**config.mk**
```make
export PLATFORM = sky130hd
export DESIGN_NAME = osm_cell
export DESIGN_NICKNAME = d
export VERILOG_FILES = /design/src/design/osm_pkg.sv /design/src/design/osm_cell.sv
export SDC_FILE = /design/constraint.sdc
export NUM_CORES = 1
export LEC_CHECK = 0
export ABC_AREA = 1
export CAP_MARGIN = 25
export CELL_PAD_IN_SITES_DETAIL_PLACEMENT = 0
export CELL_PAD_IN_SITES_GLOBAL_PLACEMENT = 1
export CORE_ASPECT_RATIO = 1.2
export CORE_MARGIN = 5
export CORE_UTILIZATION = 47
export DETAILED_ROUTE_END_ITERATION = 10
export DONT_BUFFER_PORTS = 1
export HOLD_SLACK_MARGIN = 0.1
export PLACE_DENSITY_LB_ADDON = 0.1
export SLEW_MARGIN = 20
export SYNTH_ARGS = -nofsm -noshare
export SYNTH_HDL_FRONTEND = slang
export SYNTH_SLANG_ARGS = --single-unit
export TNS_END_PERCENT = 30
```
**constraint.sdc**
```tcl
create_clock -name clk -period 3.85 [get_ports clk]
set_clock_uncertainty 0.1 [all_clocks]
set_input_delay 0.385 -clock clk [delete_from_list [all_inputs] [get_ports clk]]
set_output_delay 0.385 -clock clk [all_outputs]
set_load 0.005 [all_outputs]
```
**src/design/osm_pkg.sv**
```systemverilog
`default_nettype none

package osm_pkg;

	localparam int CAPACITY = 256;

	localparam int DATA_W = 32;
	localparam int OP_W = 3;
	localparam int IDX_W = 9;
	localparam int OUT_W = 9;
	localparam int ST_W = 2;

	// opcodes
	localparam logic [OP_W-1:0] OP_INSERT = 3'd0;
	localparam logic [OP_W-1:0] OP_ERASE = 3'd1;
	localparam logic [OP_W-1:0] OP_KTH = 3'd2;
	localparam logic [OP_W-1:0] OP_RANK = 3'd3;
	localparam logic [OP_W-1:0] OP_PRED = 3'd4;
	localparam logic [OP_W-1:0] OP_SUCC = 3'd5;

	// status codes
	localparam logic [ST_W-1:0] ST_OK = 2'd0;
	localparam logic [ST_W-1:0] ST_FULL = 2'd1;
	localparam logic [ST_W-1:0] ST_ABSENT = 2'd2;
	localparam logic [ST_W-1:0] ST_NONE = 2'd3;

	// no-neighbor sentinels
	localparam logic signed [DATA_W-1:0] SENT_POS = 32'sh3f3f3f3f;
	localparam logic signed [DATA_W-1:0] SENT_NEG = 32'shc0c0c0c1;

	// command broadcast to every cell
	typedef struct packed {
		logic cmp_en;
		logic ins_en;
		logic era_en;
	} osm_cmd_t;

endpackage

`default_nettype wire

```
**src/design/osm_cell.sv**
```systemverilog
`default_nettype none

module osm_cell #(
	parameter int CAPACITY = osm_pkg::CAPACITY,
	parameter int IDX = 0
) (
	input wire logic clk,
	input wire logic arst_n,
	input wire osm_pkg::osm_cmd_t cmd,
	input wire logic signed [osm_pkg::DATA_W-1:0] key,
	input wire logic [osm_pkg::IDX_W-1:0] order_index,
	input wire logic [$clog2(CAPACITY+1)-1:0] count,
	input wire logic signed [osm_pkg::DATA_W-1:0] left_value,
	input wire logic left_lt,
	input wire logic left_gt,
	input wire logic signed [osm_pkg::DATA_W-1:0] right_value,
	input wire logic right_lt,
	output logic signed [osm_pkg::DATA_W-1:0] cell_value,
	output logic lt,
	output logic gt,
	output logic eq,
	output logic kth_pick,
	output logic pred_pick,
	output logic succ_pick
);

	logic signed [osm_pkg::DATA_W-1:0] value_q;
	logic lt_q, eq_q, gt_q, kth_q;
	logic valid;
	logic ins_here;

	assign valid = int'(count) > IDX;

	always_ff @(posedge clk or negedge arst_n) begin
		if (!arst_n) begin
			lt_q <= 1'b0;
			eq_q <= 1'b0;
			gt_q <= 1'b0;
			kth_q <= 1'b0;
		end else if (cmd.cmp_en) begin
			lt_q <= valid && (value_q < key);
			eq_q <= valid && (value_q == key);
			gt_q <= valid && (value_q > key);
			kth_q <= int'(order_index) == IDX + 1;
		end
	end

	// first cell not below the key takes the new value
	assign ins_here = !lt_q && left_lt;

	always_ff @(posedge clk) begin
		if (cmd.ins_en && !lt_q) begin
			value_q <= ins_here ? key : left_value;
		end else if (cmd.era_en && !lt_q) begin
			value_q <= right_value;
		end
	end

	assign cell_value = value_q;
	assign lt = lt_q;
	assign gt = gt_q;
	assign eq = eq_q;
	assign kth_pick = kth_q;
	assign pred_pick = lt_q && !right_lt;
	assign succ_pick = gt_q && !left_gt;

endmodule

`default_nettype wire

```
After elaboration in Yosys (flattened, before gate mapping)

Index checks and enable logic that the tools add are counted.

Magnitude comparators: 3
Eq/ne operators: 2
Muxes and demuxes: 3
Reductions and logical operators: 12

Operators with widths:

| kind                                                 | number |
|---|---|
| 2-to-1 mux 32 bit                                    | 3 |
| equality test 32 bit                                 | 1 |
| > comparator 32 bit                                  | 1 |
| < comparator 32 bit                                  | 1 |
| equality test 9 x 2 -> 1 bit (second input constant) | 1 |
| > comparator 9 x 1 -> 1 bit (second input constant)  | 1 |
| logical AND 1 bit                                    | 8 |
| zero test 1 bit                                      | 3 |
| nonzero test 2 bit                                   | 1 |

Bits in registers: 36
Output and inout port bits: 38

Longest topological paths before layout

Word-level depth: 4
Gate-level depth with buffers: 16

Worst setup path after synthesis

No wires, ideal clock.

Path type: register to register
Start point: register lt_q (netlist: lt)
End point: register value_q, in the netlist cell_value[0] (enable)
Setup time: 422 ps
Arrival time: 2026 ps
Data required time: 3328 ps
Slack: 1302 ps
Cell stages (with the launch flop): 4
Buffers on the path: 2
Period minus slack after synthesis: 2548 ps
Path through: dfrtp_1 -> buf_2 -> buf_6 -> nor2_1

Word-level cells in the longest chain between the ends: 3

RTL lines:

| element                                 | RTL line                       | source |
|---|---|---|
| from (decl)                             | osm_cell.sv:28                 | `logic lt_q, eq_q, gt_q, kth_q;` |
| from (signal assigned)                  | osm_cell.sv:41                 | `lt_q <= valid && (value_q < key);` |
| zero test 1 bit (*)                     | osm_cell.sv:52, osm_cell.sv:54 |  |
| logical AND 1 bit (on tied branches)    | osm_cell.sv:52, osm_cell.sv:54 |  |
| nonzero test 2 bit (no source line) (*) | n/a                            |  |
| to (signal assigned)                    | osm_cell.sv:53                 | `value_q <= ins_here ? key : left_value;` |
| to (signal assigned)                    | osm_cell.sv:55                 | `value_q <= right_value;` |
| to (decl)                               | osm_cell.sv:27                 | `logic signed [osm_pkg::DATA_W-1:0] value_q;` |

Every way passes the cells marked *; elsewhere a longest branch is shown, timed or not.
A chain may end at the register's enable or synchronous reset.

Worst setup path after layout

Start point: register lt_q (netlist: lt)
End point: output port pred_pick

Word-level cells in the longest chain between the ends: 1

RTL lines:

| element           | RTL line       | source |
|---|---|---|
| logical AND 1 bit | osm_cell.sv:64 | `assign pred_pick = lt_q && !right_lt;` |
| to (decl)         | osm_cell.sv:23 | `output logic pred_pick,` |

No other way between the ends.

==> flow_metrics.py <==
metrics = {
    "detailed_routing": {
        "wire_per_inst_um": 18.9,
        "wl_um": 8220,
        "drtAntennaViolNets": 0,
        "dr.first_iter.drc_count": 110,
        "vias_per_cell": 5.90,
        "post-route-drc-count": 0,
        "drtPass1Iterations": 4,
        "vias": 2565,
    },
    "setup_path": {
        "required_ns": 3.37,
        "startpoint": "lt",
        "worstSetupPathType": "register to output port",
        "worstSetupEndpointType": "output port",
        "crit_fanout": 14,
        "worst_setup_path_start_kind": "register",
        "r2r_start": "lt",
        "cp.arrival_ns": 1.76,
    },
    "worst_hold_path": {
        "min_from": "cmd[2]",
        "hold_path_class": "input pin to register",
    },
    "finish": {
        "multi_input_area_um2": 1500,
        "layout_common_cells": "67 x o21ai_0, 45 x inv_1, 45 x a21oi_1",
        "diodes": 0,
        "final_cells": 435,
        "layout-drive-gt1-share_pct": 6.23,
        "regArea_um2": 1060,
        "final_common_cell": "o21ai_0",
        "area_growth_pct": 6.37,
        "fill_cells": 576,
        "final_nets": 506,
    },
    "timing": {
        "holdWs_ns": 0.189,
        "rsz0062_at_grt": "false",
        "max_clock_freq_ghz": 0.446,
        "period_needed_ns": 2.24,
        "fin_crit_sh_pct": 58.3,
        "tightest_slew_ns": 0.958,
        "tns_ns": 0,
        "finalSetupViolations": 0,
        "maxSlewViolCount": 0,
        "timing.slew.headroom_pct": 36.0,
        "hold_viol": 0,
    },
    "synth": {
        "syn_inst": 361,
        "yosys_warnings": 0,
        "avgSynthCellArea_um2": 7.84,
        "synthesis.nets": 515,
        "syn_area_um2": 2830,
        "synth.ff_latch_count": 36,
        "synth_cell_types": 25,
        "ys_seq_area_share_pct": 37.5,
    },
    "pwr": {
        "p_per_area_nw_per_um2": 499,
        "max-vdd-ir-drop_mv": 0.300,
        "p_leak_nw": 1.30,
    },
    "clocking": {
        "cts_setup_buffers": 0,
        "cts_buffers": 5,
        "htree_num_levels": 2,
        "cts.sinks": 36,
        "cts_tree": "done",
        "clk_pin_slew_worst_paths_ns": 0.08,
        "clock-root-buffer": "clkbuf_8",
        "clockBufferDepth": 2,
        "ctsResizeCount": 0,
        "insertion_delay_ns": 0.29,
        "cts_hold_buf": 1,
    },
    "outcome": {
        "run_status": "completed",
    },
    "placed_design": {
        "gp_congestion": 0.748,
        "post-dp-hpwl_um": 6030,
        "placed_cells": 425,
        "io_buffers": 0,
    },
    "global_routing": {
        "grt_antenna_before_repair": 0,
        "grt-ovfl-total": 0,
        "grt_max_degree": 34,
        "grt_pass1_vias": 2481,
        "grt_pass1_wl_um": 12400,
        "grt_usage_pct": 21.2,
    },
    "floorplan": {
        "start_util_pct": 47.7,
        "die_area_um2": 7680,
        "ios": 160,
        "dieHeight_um": 95.0,
        "core_um2": 5930,
        "die_width_um": 80.8,
        "num_rows": 31,
    },
    "run": {
        "drv_cap": 0,
    },
}
-- cell usage after synthesis (all sizes together) --
library cell / count / area share [%]
buf: 12 / 2.2
nand4: 2 / 0.44
a21o: 2 / 0.53
dfrtp: 4 / 3.5
o21ai: 100 / 18
nand3: 6 / 1.1
edfxtp: 32 / 34
nand2: 43 / 6.0
o21a: 2 / 0.53
ha: 32 / 14
inv: 49 / 6.5
a21oi: 46 / 8.3
clkbuf: 8 / 1.1
a32o: 1 / 0.35
clkinv: 1 / 0.13
nor2: 17 / 2.7
nor4: 4 / 0.88
-- stage by stage --
stage	setup WS, ns	power, mW	area, um^2	utilization, %
2_1_floorplan	1.30	1.05	2830	-
3_3_place_gp	1.68	1.16	2860	48.1
3_5_place_dp	1.82	1.18	2870	48.4
4_1_cts	1.50	1.49	2980	50.2
5_1_grt	1.46	1.62	3010	50.7
6_report	1.61	1.50	3010	50.7
-- flip-flops by register name (all words and copies together) (netlist names) --
name	count
cell_value	32
kth_pick	1
gt	1
lt	1
eq	1
-- worst paths after layout --
| path | to | slack (ns) | cells past startpoint |
|---|---|---|---|
| hold reg to reg | kth_pick | 0.43 | 1 |
| hold / removal | eq | 0.19 | 2 |
| setup / recovery | pred_pick | 1.61 | 2 |
| setup reg to reg | cell_value[17] | 1.70 | 4 |
| max in group asynchronous | kth_pick | 3.17 | 1 |
| min in group asynchronous | lt | 0.28 | 1 |
-- power by group --
group | leakage [nW] | internal [mW] | total (mW) | switching, mW
sequential | 0.364 | 0.566 | 0.660 | 0.0938
clock | 0.0515 | 0.164 | 0.307 | 0.143
combinational | 0.880 | 0.197 | 0.536 | 0.339
total | 1.30 | 0.927 | 1.50 | 0.576
-- layer usage --
| metal | share of wire (%) | global-route usage, % |
|---|---|---|
| met5 | 0 | 0 |
| met1 | 38 | 27.1 |
| met3 | 10 | 5.15 |
| met2 | 50 | 35.3 |
| met4 | 1.2 | 6.06 |
-- area by class of cell --
type / instances / share of cell area, %
multi-input combinational: 255 / 49.8
timing repair buffer: 4 / 2.00
clock buffer: 8 / 3.33
inverter: 50 / 6.24
tap: 82 / 3.41
sequential: 36 / 35.3
-- logic make-up (layout without fill, tap and decap cells) --
family | after synthesis | after routing | synth area share [%]
flops | 36 | 36 | 37.5
fa+ha+maj | 32 | 32 | 14.2
simple gates | 72 | 72 | 11.1
compound gates | 151 | 151 | 27.4
buf+inv | 70 | 62 | 9.91
-- critical path, cell delays in order, from the launching register on --
cell and delay, ns:
dfrtp_1 0.64, clkinv_1 0.54, nor2_1 0.27
(Power assumes the default switching activity.)
